File: src/sv/assert_macros.svh
// Assertion macros for the filter RTL.
// No dependencies; included by modules that carry assertions.
`ifndef ASSERT_MACROS_SVH
`define ASSERT_MACROS_SVH

`ifndef SYNTHESIS
// Check cons in the same cycle whenever ante holds.
`define ASSERT_IMPLIES(label, clk, rst, ante, cons, msg) \
  label: assert property (@(posedge clk) disable iff (rst) (ante) |-> (cons)) else $error(msg);
// Check cons in the cycle after ante holds.
`define ASSERT_NEXT(label, clk, rst, ante, cons, msg) \
  label: assert property (@(posedge clk) disable iff (rst) (ante) |=> (cons)) else $error(msg);
`else
`define ASSERT_IMPLIES(label, clk, rst, ante, cons, msg)
`define ASSERT_NEXT(label, clk, rst, ante, cons, msg)
`endif

`endif

File: src/sv/dmef_pkg.sv
// Shared types and constants for the dual median / average filter.
// No dependencies.
package dmef_pkg;

  localparam int DATA_W     = 16;
  localparam int WEIGHT_W   = 9;
  localparam int SHIFT      = 8;
  localparam int PROD_W     = WEIGHT_W + 1 + DATA_W;
  localparam int SUM_W      = PROD_W + 1;

  localparam logic [WEIGHT_W-1:0] WEIGHT_ONE = WEIGHT_W'(1 << SHIFT);
  localparam logic [SUM_W-1:0]    ROUND_BIAS = SUM_W'((1 << SHIFT) - 1);

  typedef enum logic [5:0] {
    ST_IDLE     = 6'b000001,
    ST_RANK     = 6'b000010,
    ST_MUL_PREV = 6'b000100,
    ST_MUL_MED  = 6'b001000,
    ST_SCALE    = 6'b010000,
    ST_OUT      = 6'b100000
  } state_t;

endpackage

File: src/sv/dual_median_ema_filter_unit.sv
// Dual-channel sliding-window median filter followed by an exponential average.
// Depends on dmef_pkg and assert_macros.svh.

// Each request carries one steering and one current sample. Both are written into
// their WINDOW-entry circular windows (cleared to zero at reset), the median of each
// window is found, and it is blended into that channel's running average with
// weight blend_weight/256 (256, the reset value, passes the median straight
// through). The block works on one item at a time:
// one comparator bank ranks one window entry per cycle, and one 10x16 multiplier
// does both products of the blend, the two channels taking turns on both units.
// in_ready is low while an item is in flight; a finished result sits in the output
// register, so the next request can be taken before the result is collected.
`include "assert_macros.svh"

module dual_median_ema_filter_unit
  import dmef_pkg::*;
#(
  parameter int WINDOW = 3
) (
  input  logic                       clk,
  input  logic                       rst,
  input  logic                       cfg_valid,
  output logic                       cfg_ready,
  input  logic [WEIGHT_W-1:0]        blend_weight,
  input  logic                       in_valid,
  output logic                       in_ready,
  input  logic signed [DATA_W-1:0]   steer_sample,
  input  logic signed [DATA_W-1:0]   current_sample,
  output logic                       out_valid,
  input  logic                       out_ready,
  output logic signed [DATA_W-1:0]   steer_filtered,
  output logic signed [DATA_W-1:0]   current_filtered
);

  localparam int IDX_W = $clog2(WINDOW);
  localparam int CNT_W = $clog2(WINDOW + 1);
  localparam logic [CNT_W-1:0] HALF     = CNT_W'(WINDOW / 2);
  localparam logic [IDX_W-1:0] LAST_IDX = IDX_W'(WINDOW - 1);

  state_t state;

  logic signed [DATA_W-1:0] steer_win   [WINDOW];
  logic signed [DATA_W-1:0] current_win [WINDOW];
  logic signed [DATA_W-1:0] cur_win     [WINDOW];
  logic [IDX_W-1:0]         slot;
  logic [IDX_W-1:0]         rank_idx;
  logic                     ch;
  logic                     found;
  logic signed [DATA_W-1:0] med;
  logic signed [DATA_W-1:0] steer_avg;
  logic signed [DATA_W-1:0] current_avg;
  logic [WEIGHT_W-1:0]      weight;
  logic signed [PROD_W-1:0] prod;
  logic signed [SUM_W-1:0]  acc;

  logic signed [DATA_W-1:0] cand;
  logic [CNT_W-1:0]         cnt_less;
  logic [CNT_W-1:0]         cnt_le;
  logic                     hit;
  logic [WEIGHT_W-1:0]      op_w;
  logic signed [DATA_W-1:0] op_d;
  logic signed [DATA_W-1:0] prev_avg;
  logic signed [PROD_W-1:0] mult;
  logic signed [SUM_W-1:0]  acc_adj;
  logic signed [SUM_W-1:0]  scaled;
  logic signed [DATA_W-1:0] avg_new;
  logic                     in_acc;
  logic                     out_load;

  assign cfg_ready = 1'b1;
  assign in_ready  = (state == ST_IDLE);
  assign in_acc    = in_valid && in_ready;
  assign out_load  = (state == ST_OUT) && (!out_valid || out_ready);

  // Rank bank: count entries below and not above the candidate.
  always_comb begin
    for (int j = 0; j < WINDOW; j++) begin
      cur_win[j] = ch ? current_win[j] : steer_win[j];
    end
    cand     = cur_win[rank_idx];
    cnt_less = '0;
    cnt_le   = '0;
    for (int j = 0; j < WINDOW; j++) begin
      if (cur_win[j] < cand) cnt_less = cnt_less + CNT_W'(1);
      if (cur_win[j] <= cand) cnt_le = cnt_le + CNT_W'(1);
    end
    hit = (cnt_less <= HALF) && (cnt_le > HALF);
  end

  // Shared multiplier: previous average first, then the median.
  always_comb begin
    prev_avg = ch ? current_avg : steer_avg;
    op_w     = (state == ST_MUL_PREV) ? WEIGHT_ONE - weight : weight;
    op_d     = (state == ST_MUL_PREV) ? prev_avg : med;
    mult     = $signed({1'b0, op_w}) * op_d;
    // Divide by 256 with truncation toward zero.
    acc_adj  = acc + (acc[SUM_W-1] ? ROUND_BIAS : '0);
    scaled   = acc_adj >>> SHIFT;
    avg_new  = scaled[DATA_W-1:0];
  end

  always_ff @(posedge clk) begin
    if (rst) begin
      weight <= WEIGHT_ONE;
    end else if (cfg_valid && cfg_ready) begin
      weight <= (blend_weight > WEIGHT_ONE) ? WEIGHT_ONE : blend_weight;
    end
  end

  always_ff @(posedge clk) begin
    if (rst) begin
      state       <= ST_IDLE;
      slot        <= '0;
      rank_idx    <= '0;
      ch          <= 1'b0;
      found       <= 1'b0;
      steer_avg   <= '0;
      current_avg <= '0;
      out_valid   <= 1'b0;
      for (int j = 0; j < WINDOW; j++) begin
        steer_win[j]   <= '0;
        current_win[j] <= '0;
      end
    end else begin
      if (out_valid && out_ready && !out_load) out_valid <= 1'b0;
      case (state)
        ST_IDLE: begin
          if (in_acc) begin
            steer_win[slot]   <= steer_sample;
            current_win[slot] <= current_sample;
            slot     <= (slot == LAST_IDX) ? '0 : slot + IDX_W'(1);
            ch       <= 1'b0;
            rank_idx <= '0;
            found    <= 1'b0;
            state    <= ST_RANK;
          end
        end
        ST_RANK: begin
          if (hit && !found) begin
            med   <= cand;
            found <= 1'b1;
          end
          if (rank_idx == LAST_IDX) begin
            state <= ST_MUL_PREV;
          end else begin
            rank_idx <= rank_idx + IDX_W'(1);
          end
        end
        ST_MUL_PREV: begin
          prod  <= mult;
          state <= ST_MUL_MED;
        end
        ST_MUL_MED: begin
          acc   <= SUM_W'(prod) + SUM_W'(mult);
          state <= ST_SCALE;
        end
        ST_SCALE: begin
          if (ch) begin
            current_avg <= avg_new;
            state       <= ST_OUT;
          end else begin
            steer_avg <= avg_new;
            ch        <= 1'b1;
            rank_idx  <= '0;
            found     <= 1'b0;
            state     <= ST_RANK;
          end
        end
        ST_OUT: begin
          // Hold until the output register is free.
          if (out_load) begin
            steer_filtered   <= steer_avg;
            current_filtered <= current_avg;
            out_valid        <= 1'b1;
            state            <= ST_IDLE;
          end
        end
        default: state <= ST_IDLE;
      endcase
    end
  end

  `ASSERT_IMPLIES(a_weight_range, clk, rst, 1'b1, weight <= WEIGHT_ONE, "weight above one")
  `ASSERT_IMPLIES(a_slot_range, clk, rst, 1'b1, slot <= LAST_IDX, "write slot out of range")
  `ASSERT_IMPLIES(a_median_found, clk, rst, (state == ST_RANK) && (rank_idx == LAST_IDX),
                  found || hit, "no median found in window")
  `ASSERT_NEXT(a_accept_start, clk, rst, in_acc,
               (state == ST_RANK) && (rank_idx == '0) && !ch && !found, "bad item start")
  `ASSERT_NEXT(a_out_load, clk, rst, out_load,
               out_valid && (steer_filtered == steer_avg), "output not loaded")

endmodule

File: config.mk
export PLATFORM = sky130hd
export DESIGN_NAME = dual_median_ema_filter_unit
export DESIGN_NICKNAME = d
export VERILOG_FILES = /design/src/sv/dmef_pkg.sv /design/src/sv/dual_median_ema_filter_unit.sv
export VERILOG_INCLUDE_DIRS = /design/src /design/src/sv
export SDC_FILE = /design/constraint.sdc
export NUM_CORES = 1
export LEC_CHECK = 0
export BUFFER_PORTS_ARGS = -buffer_cell sky130_fd_sc_hd__buf_2
export CORE_MARGIN = 2
export CORE_UTILIZATION = 55
export DETAILED_ROUTE_END_ITERATION = 16
export PLACE_DENSITY = 0.81
export SLEW_MARGIN = 10
export SYNTH_ARGS = -nofsm -noshare
export SYNTH_HDL_FRONTEND = slang
export SYNTH_SLANG_ARGS = --single-unit
File: constraint.sdc
create_clock -name clk -period 7.6 [get_ports clk]
set_input_delay 1.14 -clock clk [delete_from_list [all_inputs] [get_ports clk]]
set_output_delay 1.14 -clock clk [all_outputs]
set_load 0.05 [all_outputs]
# After elaboration in Yosys (flattened, before gate mapping)
# Memory sizes are Yosys's and may differ from the RTL's.
# Index checks and enable logic that the tools add are counted.
dict set report totals {
  regBits 155
  latch_bits 0
  ramBits 96
  mem_bits_ro 0
  inputBits 46
  out_inout_bits 35
  n_memories 2
}
# memory words word_bits read_ports rd_clocked_by_memory_dff wr line
set memory_table {}
lappend memory_table {current_win 3 16 3 0 3 dual_median_ema_filter_unit.sv:43} ;# logic signed [DATA_W-1:0] current_win [WINDOW];
lappend memory_table {steer_win 3 16 3 0 3 dual_median_ema_filter_unit.sv:42} ;# logic signed [DATA_W-1:0] steer_win [WINDOW];
dict set report classes {
  add_sub_neg 9
  n_mul 1
  div 0
  n_lt_le_gt_ge 10
  n_eq_ne 14
  n_shift 0
  mux 47
  bitwise_logic 3
  reduce_logical 25
}
# op n
set op_table {}
lappend op_table {{$mux 16} 9}
lappend op_table {{$le 16x16->1} 3}
lappend op_table {{$lt 16x16->1} 3}
lappend op_table {{$pmux 6 s6} 1}
lappend op_table {{$bmux 16 s2} 1}
lappend op_table {{$reduce_or 16->1} 2}
lappend op_table {{$add 26x26->27} 1}
lappend op_table {{$mul 10x16->26} 1}
lappend op_table {{$add 24x8->24} 1}
lappend op_table {{$mux 6} 4}
lappend op_table {{$mux 2} 10}
lappend op_table {{$mux 9} 2}
lappend op_table {{$mux 1} 16}
lappend op_table {{$add 2x1->2 const B} 6}
lappend op_table {{$reduce_and 2->1} 6}
lappend op_table {{$ne 2x2->1 const B} 5}
lappend op_table {{$gt 9x9->1 const B} 1}
lappend op_table {{$reduce_and 3->1} 3}
lappend op_table {{$sub 9x9->9 const A} 1}
lappend op_table {{$mux 8} 1}
lappend op_table {{$reduce_and 4->1} 2}
lappend op_table {{$eq 6x1->1 const B} 1}
lappend op_table {{$eq 6x2->1 const B} 1}
lappend op_table {{$eq 6x3->1 const B} 1}
lappend op_table {{18 further kinds} 27}

# Depth between registers and ports, before layout
# Gate-level depths: netlist of run 1.
# An unclocked memory read counts as a cell.
dict set report logic_depth {
  word_depth 16
  mapped_depth 36
}

# Least setup slack after synthesis of run 1
# No wires, ideal clock.
dict set report synth_timing {
  kind {register to register}
  start {reg weight[0]}
  end {reg acc[22], data pin}
  t_arrival_ns 7.807
  t_required_ns 7.338
  slack_ns -0.469
  stages_incl_launch_ff 34
  path_buffers 3
  period_less_slack_ns 8.069
  cell_sequence {dfxtp_1 > clkbuf_1 > clkinv_1 > ha_1 > nand2b_1 > or4b_2 > xor2_1 > clkbuf_1 > nor2_1 > ha_1 > inv_1 > fa_1 > inv_1 > fa_1 > fa_1 > fa_1 > ha_1 > a21o_1 > o41a_1 > o211ai_2 > nand2_1 > a21oi_1 > o21ai_0 > xor2_1 > ha_1 > and3_1 > buf_1 > nand2_1 > nand2_1 > a311oi_1 > o21ai_0 > a21o_1 > o31ai_1 > xnor2_1}
}
dict set report synth_via {
  elab_chain_len 4
}
# element line
set synth_rtl {}
lappend synth_rtl {{start: declaration} dual_median_ema_filter_unit.sv:52} ;# logic [WEIGHT_W-1:0] weight;
lappend synth_rtl {{start signal: assignment} dual_median_ema_filter_unit.sv:106} ;# weight <= (blend_weight > WEIGHT_ONE) ? WEIGHT_ONE : blend_weight;
lappend synth_rtl {{$sub 9x9->9} dual_median_ema_filter_unit.sv:93} ;# op_w = (state == ST_MUL_PREV) ? WEIGHT_ONE - weight : weight;
lappend synth_rtl {{$mux 9 (*)} dual_median_ema_filter_unit.sv:93}
lappend synth_rtl {{$mul 10x16->26 (*)} dual_median_ema_filter_unit.sv:95} ;# mult = $signed({1'b0, op_w}) * op_d;
lappend synth_rtl {{net mult[16]} dual_median_ema_filter_unit.sv:63} ;# logic signed [PROD_W-1:0] mult;
lappend synth_rtl {{$add 26x26->27 (*)} dual_median_ema_filter_unit.sv:154} ;# acc <= SUM_W'(prod) + SUM_W'(mult);
lappend synth_rtl {{end signal: assignment} dual_median_ema_filter_unit.sv:154}
lappend synth_rtl {{end: declaration} dual_median_ema_filter_unit.sv:54} ;# logic signed [SUM_W-1:0] acc;
# The timed path passes the listed nets; every way through them passes the cells marked *.
# A chain may end at the register's enable or synchronous reset.

# Final worst setup path of run 1
dict set report layout_timing {
  start {reg state[0]}
  end {reg acc[22], data pin}
}
dict set report layout_via {
  elab_chain_len 4
}
# element line
set layout_rtl {}
lappend layout_rtl {{start: declaration} dual_median_ema_filter_unit.sv:40} ;# state_t state;
lappend layout_rtl {{start signal: assignment} dual_median_ema_filter_unit.sv:112} ;# state <= ST_IDLE;
lappend layout_rtl {{start signal: assignment} dual_median_ema_filter_unit.sv:135} ;# state <= ST_RANK;
lappend layout_rtl {{start signal: assignment} dual_median_ema_filter_unit.sv:144} ;# state <= ST_MUL_PREV;
lappend layout_rtl {{$eq 6x3->1 (*)} {dual_median_ema_filter_unit.sv:93, dual_median_ema_filter_unit.sv:94}}
lappend layout_rtl {{$mux 9 / $mux 16 (equally long branches)} {dual_median_ema_filter_unit.sv:93, dual_median_ema_filter_unit.sv:94}}
lappend layout_rtl {{$mul 10x16->26 (*)} dual_median_ema_filter_unit.sv:95}
lappend layout_rtl {{net mult[16]} dual_median_ema_filter_unit.sv:63}
lappend layout_rtl {{$add 26x26->27 (*)} dual_median_ema_filter_unit.sv:154}
# Marks and branches as above.

==> results.toml, run 1 <==
[grt]
grt_max_degree = 64
grt_pass1_vias = 13300
track_usage_pct = 24.4
grt_remaining_overflow = 0
grt_pass1_wl_mm = 66.5
grt_antenna_before_repair = 1

[setup_path]
ff2ff_path_depth = 30
critPathMaxStageDelay_ps = 570
r2r-start = "state[0]"
rr_endpoint = "acc[22]"
slowest_stage = "fa_1"
cp-endpoint = "acc[22]"
critical_path_required_ps = 7890
crit_top_cell = "fa_1"
r2r_slack_ps = -130
crit_type = "reg2reg"
end_kind = "register"
critPathLaunchType = "register"
critPathBufInv = 3
cp_num_cells = 30
path_delay_family = "adder cells"
critPathMaxFanout = 5
worstPathArrival_ps = 8030
startpoint = "state[0]"

[final_layout]
diodes = 0
layout_common_cells = "inv_1, edfxtp_1, nor2_1, ha_1, nand2_1"
final_common_cell = "inv_1"
layout-drive-gt1-share_pct = 16.2
multi_input_area_mm2 = 0.0105
seq_area_mm2 = 0.00694
nets = 2178
fin_cells = 2330
fillerInstances = 2476
syn2layout_area_growth_pct = 14.5

[pwr]
power.leakage_nw = 8.92
swShare_pct = 30.3
p_seq_share_pct = 40.1
share_comb_of_total_power_pct = 28.4
power_switching_mw = 1.18
p_clk_share_pct = 31.5
p_int_mw = 2.71
p_total_mw = 3.89
peakVddDrop_uv = 181
p_per_area_mw_per_mm2 = 188

[drt]
drtPass1Iterations = 6
routed_wl_mm = 41.9
num_vias = 13200
ant_nets = 0
routedWlPerCell_um = 18.0
drt-vias-per-instance = 5.69
first_iter_violations = 831
drc = 0

[synth]
syn_nets = 2040
synthFlopType = "edfxtp_1"
synth_edf_count = 195
ys_async_sr_fraction_pct = 0
synth_cell_type_count = 72
synth_area_leaders = "edfxtp_1, fa_1, ha_1, dfxtp_1, inv_1"
syn_avg_cell_area_um2 = 10.5
yosysSeqAreaShare_pct = 38.4
synth-seq-cells = 249
synth_warnings = 0
yosysTopAreaCellShare_pct = 32.4
syn-instance-count = 1730
synthesis.area_mm2 = 0.0181
yosys.area.top_type = "edfxtp_1"

[placed_design]
portBuffers = 79
place_ws_ps = -200
place_inst = 2265
routabilityCongestion = 0.929
hpwl_mm = 31.9

[clocking]
ctsHoldBuffers = 0
ctsRootBufferMaster = "clkbuf_16"
h-tree-depth = 1
cts_tree = "yes"
cts_buffers = 27
clock_latency_ps = 540
clock-sinks = 249
clock_path_buffers = 3
path_clk_slew_ps = 60

[die]
die-area_mm2 = 0.0343
fp-row-count = 66
ioPinCount = 81
start_util_pct = 55.7
coreArea_mm2 = 0.0325
die_h_um = 185
die_x_um = 185

[sta]
max_slew_margin_pct = 23.6
fin_crit_ps = 7730
rsz0062_at_grt = "yes"
fin_crit_sh_pct = 102
maxSlewViolCount = 0
final.setup_skew_ps = 19.2
finalHoldViolations = 0
fin_ws_ps = -133
tightestPinTransition_ps = 1150
finalSetupViolCount = 3
fmax_mhz = 129

[job]
cap_violations = 0

[hold_path]
hold_path_depth = 0
hp-class = "reg2reg"

[run_status]
violations = "setup timing"
outcome = "finished with violations"
sequential cells by signal, summed over array words and instances (netlist names), 2 cells and up:
register          count
weight                9
steer_win            48
slot                  2
med                  16
current_win          48
acc                  25
current_avg          16
state                 6
steer_filtered       16
steer_avg            16
prod                 26
rank_idx              2
current_filtered     16
Yosys cell counts, drive strengths merged, types with 32 or more instances:
| master | number |
|---|---|
| dfxtp | 54 |
| mux2i | 51 |
| a211oi | 32 |
| and2 | 99 |
| edfxtp | 195 |
| mux2 | 33 |
| o21ai | 43 |
| nand2 | 131 |
| ha | 141 |
| nor2 | 162 |
| a21oi | 70 |
| clkbuf | 45 |
| xnor2 | 43 |
| fa | 123 |
| inv | 202 |
layer usage:
layer / track usage, % / share of wire, % / up-vias
met5: 0 / 0.031 / -
met4: 6.60 / 2.8 / 2
met3: 3.22 / 5.2 / 87
met2: 44.6 / 52 / 377
met1: 30.3 / 40 / 6558
li1: - / - / 6223
final cells by class:
type / count / share of cell area (%)
inverter: 203 / 3.69
tap: 442 / 2.67
multi-input combinational: 1223 / 50.8
clock inverter: 11 / 0.369
timing repair buffer: 164 / 5.37
clock buffer: 38 / 3.56
sequential: 249 / 33.5
worst min-delay path by stage:
stage                   start                  end  slack, ps
2_1_floorplan    steer_avg[0]    steer_filtered[0]        420
3_3_place_gp            found                found        440
3_5_place_dp   current_avg[0]  current_filtered[0]        440
4_1_cts         steer_avg[10]   steer_filtered[10]        460
5_1_grt          steer_avg[6]    steer_filtered[6]        480
6_report        steer_avg[10]   steer_filtered[10]        460
cell families (layout without fill, tap and decap cells):
kind of cell / Yosys count / count (layout) / share of synthesized area [%]
compound gates: 262 / 262 / 9.72
xor+xnor: 70 / 70 / 3.39
fa+ha+maj: 265 / 265 / 23.4
buf+inv: 258 / 416 / 5.38
flops: 249 / 249 / 38.4
mux: 84 / 84 / 4.88
other cells: 1 / 1 / 0.0207
simple gates: 541 / 541 / 14.8
worst reg2reg max path, delay by kind of cell, from the launching register on:
family	cells	cell delay, ps
and+or+nand+nor	5	620
adders and majority gates	7	3080
buffers and inverters	3	410
DFF	1	340
xor gates and xnor gates	3	540
AOI/OAI and AO/OA	12	2490
power groups by stage:
stage,Combinational (mW),Sequential [mW],Clock [mW]
6_report,1.10,1.56,1.23
5_1_grt,1.23,1.56,1.29
4_1_cts,1.05,1.56,1.24
3_5_place_dp,1.04,1.59,0
3_3_place_gp,0.993,1.59,0
2_1_floorplan,0.769,1.58,0
metrics by stage:
| step | hold WS [ps] | cell area, um2 | setup TNS (ps) | utilization [%] |
|---|---|---|---|---|
| 6_report | 459 | 20700 | -240 | 63.8 |
| 5_1_grt | 476 | 20700 | -1760 | 63.8 |
| 4_1_cts | 462 | 20400 | 0 | 62.8 |
| 3_5_place_dp | 443 | 19500 | -516 | 60.0 |
| 3_3_place_gp | 440 | 19500 | 0 | 60.0 |
| 2_1_floorplan | 421 | 18200 | 0 | - |
what timing repair did:
item | in CTS | in global routing
buffers inserted | 3 | 12
hold endpoints to repair | 0 | 0
pin swaps | 6 | 34
gates cloned | 0 | 1
setup endpoints to repair | 4 | 11
resized for setup | 14 | 55
(Power assumes the default switching activity.)
==> run 2: changes to the inputs <==
- CORE_MARGIN: 2 -> 1.5
==> run 2 against run 1 <==
The flow still finishes with violations (setup timing). Worst hold slack about the same. Combinational power up 5%. Clock power increased by 12%. Register-to-register slack better by 40 ps. Fmax rose by 0.52%. Sequential power is essentially flat. Wire length rose by 1.1%. Worst setup slack improved by 40 ps. First-iteration DRC count rose by 10%. Design area increased by 0.90%. Non-clock buffer count grew 10. Critical endpoint unchanged. Largest cell class unchanged.
==> results.toml, run 2 (same netlist as run 1, synthesis figures left out) <==
[hold_path]
hold_path_depth = 0
whs_endpoint = "steer_filtered[1]"
hp-class = "reg2reg"
hold_start = "steer_avg[1]"

[placed_design]
routabilityCongestion = 0.938
portBuffers = 79
hpwl_mm = 32.1

[setup_path]
critPathMaxFanout = 14
critical_path_required_ps = 7890
crit_type = "reg2reg"
worstPathArrival_ps = 7980
r2r_slack_ps = -90
end_kind = "register"
crit_top_cell = "fa_1"
rr_endpoint = "acc[22]"
critPathLaunchType = "register"
r2r-start = "state[3]"
slowest_stage = "fa_2"
startpoint = "state[3]"
critPathBufInv = 6
ff2ff_path_depth = 32
critPathMaxStageDelay_ps = 610
path_delay_family = "adder cells"

[die]
start_util_pct = 55.7
fp-row-count = 66
die_x_um = 184
ioPinCount = 81
die-area_mm2 = 0.0340
die_h_um = 184
coreArea_mm2 = 0.0325

[grt]
grt_max_degree = 64
grt_remaining_overflow = 0
grt_pass1_vias = 13500
grt_pass1_wl_mm = 68.0
grt_antenna_before_repair = 1
track_usage_pct = 25.5

[sta]
finalSetupViolCount = 4
maxSlewViolCount = 0
fin_crit_ps = 7690
rsz0062_at_grt = "yes"
fmax_mhz = 130
max_slew_margin_pct = 27.5
final.setup_skew_ps = 13.2
fin_crit_sh_pct = 101
fin_ws_ps = -93.0
finalHoldViolations = 0
final.setup.tns_ps = -190
tightestPinTransition_ps = 1090

[drt]
drtPass1Iterations = 6
ant_nets = 0
drt-vias-per-instance = 5.66
routed_wl_mm = 42.3
num_vias = 13200
first_iter_violations = 918
drc = 0
routedWlPerCell_um = 18.1

[final_layout]
fillerInstances = 2512
utilization_pct = 64.4
multi_input_area_mm2 = 0.0105
reg_top3 = "current_win: 48 flops, steer_win: 48 flops, prod: 26 flops"
layout_common_cells = "inv_1, edfxtp_1, nor2_1, ha_1, nand2_1"
layout-drive-gt1-share_pct = 17.3
nets = 2187
seq_area_mm2 = 0.00695
syn2layout_area_growth_pct = 15.5
diodes = 0
final_common_cell = "inv_1"

[job]
cap_violations = 0

[clocking]
clock-sinks = 249
ctsRootBufferMaster = "clkbuf_16"
h-tree-depth = 1
path_clk_slew_ps = 60
clock_path_buffers = 3
cts_buffers = 26
cts_tree = "yes"
clock_latency_ps = 540

[pwr]
peakVddDrop_uv = 245
power.leakage_nw = 9.01
p_per_area_mw_per_mm2 = 196

[run_status]
outcome = "finished with violations"
violations = "setup timing"
[run 2: changes by cell type in the layout (fill, tap and decap cells not counted), moves of 3 or more]
cell       change
bufinv_16      +4
clkbuf_1       -6
inv_6          -3
a21oi_2        +3
ha_1           -4
ha_4           +4
buf_4          +9
[run 2: through the flow]
stage	instances	instance area, um2	power, mW	worst slack (ps)	hold slack (ps)
6_report	2339	20900	4.09	-93.0	459
4_1_cts	2327	20600	4.02	10.7	452
3_5_place_dp	2268	19500	2.62	-134	436
2_1_floorplan	1730	18200	2.35	0.552	421
3_3_place_gp	2268	19500	2.57	86.5	438
5_1_grt	2339	20900	4.28	-325	465
[run 2: cell type report]
class / count / area share [%]
Sequential cell: 249 / 33.3
Tap cell: 442 / 2.65
Clock inverter: 15 / 0.905
Timing Repair Buffer: 174 / 5.58
Inverter: 203 / 3.65
Clock buffer: 33 / 3.54
Multi-Input combinational cell: 1223 / 50.4
[run 2: how the worst max path moves through the flow]
stage	to	slack (ps)	cells after the start
after floorplan	acc[22]	0.6	33
after global placement	acc[22]	90	30
after detailed placement	acc[22]	-130	30
after CTS	acc[22]	10	31
after global routing	acc[22]	-320	32
final	acc[22]	-90	32
[run 2: repair_timing]
action | CTS | global route
pin swaps | 11 | 36
endpoints found under the setup margin | 4 | 9
hold buffers | 0 | 0
setup buffers | 11 | 11
gates cloned | 0 | 1
gates resized for setup | 26 | 59
endpoints found under the hold margin | 0 | 0
[run 2: power breakdown]
| part | leakage, nW | internal (mW) | switching (mW) |
|---|---|---|---|
| sequential | 2.34 | 1.55 | 0.0152 |
| clock | 0.459 | 0.828 | 0.553 |
| combinational | 6.21 | 0.502 | 0.643 |
[run 2: layer usage]
layer | vias up | GRT usage, % | share of wire [%]
met3 | 134 | 3.64 | 5.6
met1 | 6452 | 30.9 | 39
met4 | 2 | 10.1 | 4.6
met5 | - | 0 | 0.019
li1 | 6236 | - | -
met2 | 421 | 45.6 | 51
